$ cat config.mk
export PLATFORM = sky130hd
export DESIGN_NAME = tfn_root_step
export DESIGN_NICKNAME = d
export VERILOG_FILES = /design/src/rtl/tfn_pkg.sv /design/src/rtl/tfn_root_step.sv
export SDC_FILE = /design/constraint.sdc
export NUM_CORES = 2
export LEC_CHECK = 0
export BUFFER_PORTS_ARGS = -buffer_cell sky130_fd_sc_hd__buf_4
export CELL_PAD_IN_SITES_DETAIL_PLACEMENT = 1
export CELL_PAD_IN_SITES_GLOBAL_PLACEMENT = 2
export CORE_AREA = 4 4 522 524
export DETAILED_ROUTE_END_ITERATION = 6
export DIE_AREA = 0 0 526 528
export HOLD_SLACK_MARGIN = 0.02
export PLACE_DENSITY_LB_ADDON = 0.1
export SYNTH_ARGS = -nofsm -noshare
export SYNTH_HDL_FRONTEND = slang
export SYNTH_SLANG_ARGS = --single-unit
$ cat constraint.sdc
create_clock -name clk -period 0.8 [get_ports clk]
set_input_delay 0.08 -clock clk [delete_from_list [all_inputs] [get_ports clk]]
set_output_delay 0.08 -clock clk [all_outputs]
set_load 0.02 [all_outputs]
$ cat src/rtl/tfn_pkg.sv
// Shared widths and pipeline payload types for the triangle face normal unit.
// No dependencies; used by tfn_front, tfn_root_step and triangle_face_normal_unit.
package tfn_pkg;

	// Coordinate, edge, partial product and cross product widths.
	localparam int CW  = 16;
	localparam int EW  = CW + 1;
	localparam int PRW = 2 * EW;
	localparam int NW  = PRW + 1;

	// Square of one component, sum of the three squares.
	localparam int SQW = 2 * NW - 3;
	localparam int SW  = SQW + 1;

	// Scale shift of the squared component, quotient bits, residual widths.
	localparam int RSH = 30;
	localparam int QW  = 15;
	localparam int PW  = SW + QW + 2;
	localparam int DW  = SW + 2 * QW + 4;

	// Front end result: degenerate flag, squares, their sum and the component signs.
	typedef struct packed {
		logic                  degen;
		logic [SW-1:0]         s;
		logic [2:0][SQW-1:0]   sq;
		logic [2:0]            neg;
	} tfn_front_t;

	// Per-component state of the digit-by-digit quotient search.
	typedef struct packed {
		logic signed [DW-1:0]  d;
		logic signed [PW-1:0]  p;
		logic [QW-1:0]         q;
		logic                  neg;
	} tfn_comp_t;

	// Payload that travels down the quotient search stages.
	typedef struct packed {
		logic                  degen;
		logic [SW-1:0]         s;
		tfn_comp_t [2:0]       c;
	} tfn_root_t;

endpackage

$ cat src/rtl/tfn_root_step.sv
// One stage of the quotient search: decides quotient bit K for all three components.
// Depends on tfn_pkg.
module tfn_root_step #(
	parameter int K = 0
) (
	input  logic               clk,
	input  logic               arst_n,
	input  logic               in_vld,
	input  tfn_pkg::tfn_root_t in_data,
	output logic               out_vld,
	output tfn_pkg::tfn_root_t out_data
);

	tfn_pkg::tfn_root_t            nxt;
	logic signed [tfn_pkg::PW-1:0] u [3];
	logic signed [tfn_pkg::DW-1:0] t [3];
	logic signed [tfn_pkg::DW-1:0] dn [3];
	logic                          acc [3];
	logic                          vld_s1;
	tfn_pkg::tfn_root_t            data_s1;

	// The residual d holds rhs - s*(2q-1)^2 and p holds s*(2q-1). Setting bit K
	// of q grows s*t^2 by ((p + s*2^K) * 2^(K+2)); the bit stays when the new
	// residual is not negative.
	always_comb begin
		nxt = in_data;
		for (int i = 0; i < 3; i++) begin
			u[i]   = in_data.c[i].p + $signed(tfn_pkg::PW'(in_data.s) << K);
			t[i]   = tfn_pkg::DW'(u[i]) << (K + 2);
			dn[i]  = in_data.c[i].d - t[i];
			acc[i] = !dn[i][tfn_pkg::DW-1];
			if (acc[i]) begin
				nxt.c[i].d = dn[i];
				nxt.c[i].p = in_data.c[i].p + $signed(tfn_pkg::PW'(in_data.s) << (K + 1));
				nxt.c[i].q = in_data.c[i].q | (tfn_pkg::QW'(1) << K);
			end
		end
	end

	// Stage register.
	always_ff @(posedge clk or negedge arst_n) begin
		if (!arst_n) begin
			vld_s1 <= 1'b0;
		end else begin
			vld_s1 <= in_vld;
		end
	end

	always_ff @(posedge clk) begin
		data_s1 <= nxt;
	end

	assign out_vld  = vld_s1;
	assign out_data = data_s1;

endmodule

# After elaboration in Yosys (flattened, before gate mapping)

Index checks and enable logic that the tools add are counted.

Register bits after elaboration: 679
Input bits: 681
Output and inout bits: 679
Word-level logic and storage cells: 33

$add $sub $neg: 9
Multiplexer cells: 3

Operators by type and width:

| kind                           | number |
|---|---|
| two-way mux 201 bit            | 3 |
| subtractor 102 x 87 -> 102 bit | 3 |
| adder 85 x 69 -> 85 bit        | 3 |
| adder 85 x 70 -> 85 bit        | 3 |

# Logic depth before layout (Yosys ltp)

Word-level depth: 3
Mapped depth: 33
Mapped depth without buffers: 30

# Least setup slack after synthesis

Ideal clock, no wire load.

Kind: input -> register
From: in in_data[422] (netlist bit)
To: reg data_s1 (netlist bit out_data[493])
Setup time: 0.126 ns
Arrival time: 6.096 ns
Required time: 0.674 ns
Path slack: -5.422 ns
Cell stages on the path: 31
Buffers on the path: 3
Cells stage by stage: ha_1 > inv_1 > fa_1 > nand2b_1 > a21o_1 > a31oi_2 > a41o_1 > o21ai_0 > o311ai_1 > a31oi_1 > nor3_1 > a311oi_1 > o21ai_1 > a221oi_1 > o41ai_1 > xnor2_1 > ha_1 > clkbuf_1 > nand4_1 > a21oi_1 > nor2b_1 > or3_1 > o21ai_4 > a31oi_2 > o31a_1 > xnor3_2 > buf_6 > buf_4 > nor2_4 > nand3_1 > xnor2_1

RTL lines:

| what                   | line                | text |
|---|---|---|
| start: declaration     | tfn_root_step.sv:9  | `input tfn_pkg::tfn_root_t in_data,` |
| end signal: assignment | tfn_root_step.sv:50 | `data_s1 <= nxt;` |
| end: declaration       | tfn_root_step.sv:20 | `tfn_pkg::tfn_root_t data_s1;` |

==> summary.md <==
| Metric | Value |
|---|---|
| Mean post-synth cell area | `7.57 sq um` |
| Power Total | `261 mW` |
| Ys flop type | `dfxtp_1` |
| DRC viols | `0` |
| Top Ports | `1360` |
| Pre-Repair DR Iteration Count | `5` |
| CTS sink count | `679` |
| Syn-to-layout area delta | `94.0%` |
| Final hold slack | `-0.658 ns` |
| Initial cell density of the core | `22.8%` |
| Sequential area share after synthesis | `22.3%` |
| Unrepaired setup endpoints after global routing | `true` |
| Final WS setup | `-5.03 ns` |
| Largest area contributor in the netlist | `dfxtp_1` |
| Max stage delay cell, worst path | `or3_4` |
| Buf/Inv on CP | `5` |
| Layout cell share with drive strength beyond 1 | `41.5%` |
| Vias per std cell | `4.88` |
| Crit path time final | `5.83 ns` |
| Required @ worst endpoint | `1.53 ns` |
| IO Port Bufs | `1359` |
| NumNets Final | `15000` |
| Tot GR Track Use | `30.9%` |
| Max stage delay on crit path | `0.43 ns` |
| Max Cap Viol | `0` |
| Die W | `526 um` |
| Failing checks | `negative hold slack, negative setup slack` |
| Delay-heaviest family, CP | `compound AO/OA/AOI/OAI gates` |
| Yosys Warn Count | `0` |
| Die ar. | `278000 sq um` |
| Synth Cell Area | `61100 sq um` |
| Final Non-Filler Cells | `17300` |
| Vias in the first global route | `91400` |
| CTS H-tree lvls | `3` |
| Routability cong. | `0.971` |
| Post-synthesis cell type count | `109` |
| Outcome | `finished, violations left` |
| Fillers | `32100` |
| Syn Inst Count | `8064` |
| Vias | `84200` |
| Top post-synthesis cells by count | `1047 x nand2_1, 852 x a21oi_1, 845 x o21ai_0` |
| VDD IR max | `1.94 mV` |
| Core area | `267000 sq um` |
| Crit path DAT | `6.56 ns` |
| CTS clk-pin slew, worst paths | `0.06 ns` |
| Final setup vio count | `1236` |
| Worst setup EP type | `register` |
| CP Launch Type | `input pin` |
| Total congestion overflow | `0` |
| Max Freq | `0.172 GHz` |
| Static Leak | `57.5 nW` |
| Routed wire per std cell | `26.2 um` |
| Largest net degree at the start of global routing | `46` |
| Final Cycle Share | `729%` |
| Worst-Margin Slew | `1.18 ns` |
| Synth top area share | `22.2%` |
| Drt first-iter violations | `4052` |
| First-pass GRT wire length | `633000 um` |
| WHS Path Cells | `1` |
| Hold Crit Class | `input pin to register` |
| Routed wire length | `452000 um` |
| Total CTS buffers | `100` |
| CTS root buf | `clkbuf_16` |
| Ranking of synthesized cells by area | `dfxtp_1 22%, ha_1 14%, a21oi_1 7.0%, o21ai_0 6.9%, nand2_1 6.4%` |
| Post-synth EDFFs | `0` |
| WS Path Type | `input pin to register` |
| Initial antenna violation count | `96` |
| Post-DP HPWL | `373000 um` |
| Flops & latches, synth | `679` |
| CP Depth | `31` |
| Placed Cells incl. Taps | `16000` |
| Top cell by count, worst path | `buf_4` |
| Most frequent cell after synthesis | `nand2_1` |
| Max FO, Critical Path | `6` |
| Site Rows | `190` |
| Mapped Nets | `9459` |
| Max_slew headroom | `21.1%` |
| Post-DRT Antenna Nets | `0` |
| P per Cell Area | `2210 nW/um^2` |
| Final Hold Viols | `29` |
| Post-synthesis async set-or-reset flop share | `0.147%` |
| CTS tree | `done` |
| Slew Viols, Final | `0` |
| Die H | `528 um` |
| Max clock buf depth | `4` |
[area by class of cell]
class                   instances  area (sq um)  share of cell area (%)
repair buffers               5796         48300                    40.8
inverters                     188           706                   0.596
clock buffers                 140          2920                    2.46
flip-flops and latches        679         13600                    11.5
diodes                         37          92.6                  0.0782
well taps                    3552          4440                    3.75
clock inverters                39           343                   0.289
multi-input cells            6819         48000                    40.6
[final timing paths]
kind	to	slack, ns	start
max in group asynchronous	out_vld	0.59	arst_n
min in group asynchronous	out_vld	0.10	arst_n
setup / recovery	out_data[498]	-5.03	in_data[427]
hold / removal	out_data[16]	-0.66	in_data[16]
[state kept, by name (all words and copies together), names as in the netlist]
| register | flops |
|---|---|
| out_data | 678 |
| out_vld | 1 |
[what timing repair did]
action / in CTS / in global routing
gates resized for setup: 502 / 461
endpoints found under the setup margin: 1234 / 1236
hold buffers: 861 / 1
cloned: 28 / 24
pin swaps: 177 / 141
endpoints found under the hold margin: 680 / 29
setup buffers: 92 / 53
[metal layers]
metal	global-route usage (%)	part of all wire, %	vias to the layer above
met5	0	0.048	-
met4	16.8	6.3	36
met3	4.79	4.4	614
met2	53.8	48	2001
met1	36.2	41	41200
li1	-	-	40400
[logic make-up (layout without fill, tap and decap cells)]
group,count (synthesis),in the layout,share of synthesized area [%]
simple gates,2403,2403,18.3
flops,679,679,22.3
buf+inv,566,6163,3.79
compound gates,2903,2903,29.3
other cells,0,37,0
xor+xnor,772,772,11.2
fa+ha+maj,714,714,14.7
mux,27,27,0.496
[placed cells by master, fill, tap and decap left out, drive strengths merged, types with 21 or more instances in the layout]
cell type	n
xor2	347
a41oi	22
a21o	470
o211ai	36
nand3	180
clkinv	23
or3	33
clkbuf	157
nor2	430
diode	37
nand4	217
o21bai	143
nor4	32
or2	28
nor3	116
dfxtp	678
a31oi	76
ha	705
o221ai	21
dlygate4sd3	862
xnor2	422
a21boi	42
and4	24
and2	37
o21ai	892
and3	73
nand2b	75
buf	4910
o31ai	49
a211oi	44
a221oi	24
nand2	1047
o21a	63
inv	190
a21oi	855
mux2	26
nor2b	71
[report_power, final]
part	internal [mW]	switching (mW)	leakage, nW
Combinational	78.2	87.0	50.2
Sequential	43.8	6.33	5.73
Clock	26.3	19.6	1.58
Total	148	113	57.5
[metrics by stage]
stage	setup TNS [ns]	util [%]	worst slack [ns]	hold slack, ns	area, sq um
2_1_floorplan	-2597.55	-	-4.92	-0.216	61200
3_3_place_gp	-3489.76	37.7	-6.58	-0.144	101000
3_5_place_dp	-3534.85	37.7	-6.60	-0.142	101000
4_1_cts	-3062.79	43.4	-4.93	-0.728	116000
5_1_grt	-3166.74	44.3	-5.18	-0.706	118000
6_report	-3041.48	44.3	-5.03	-0.658	118000
No activity file was read; power rests on OpenSTA's default activity.
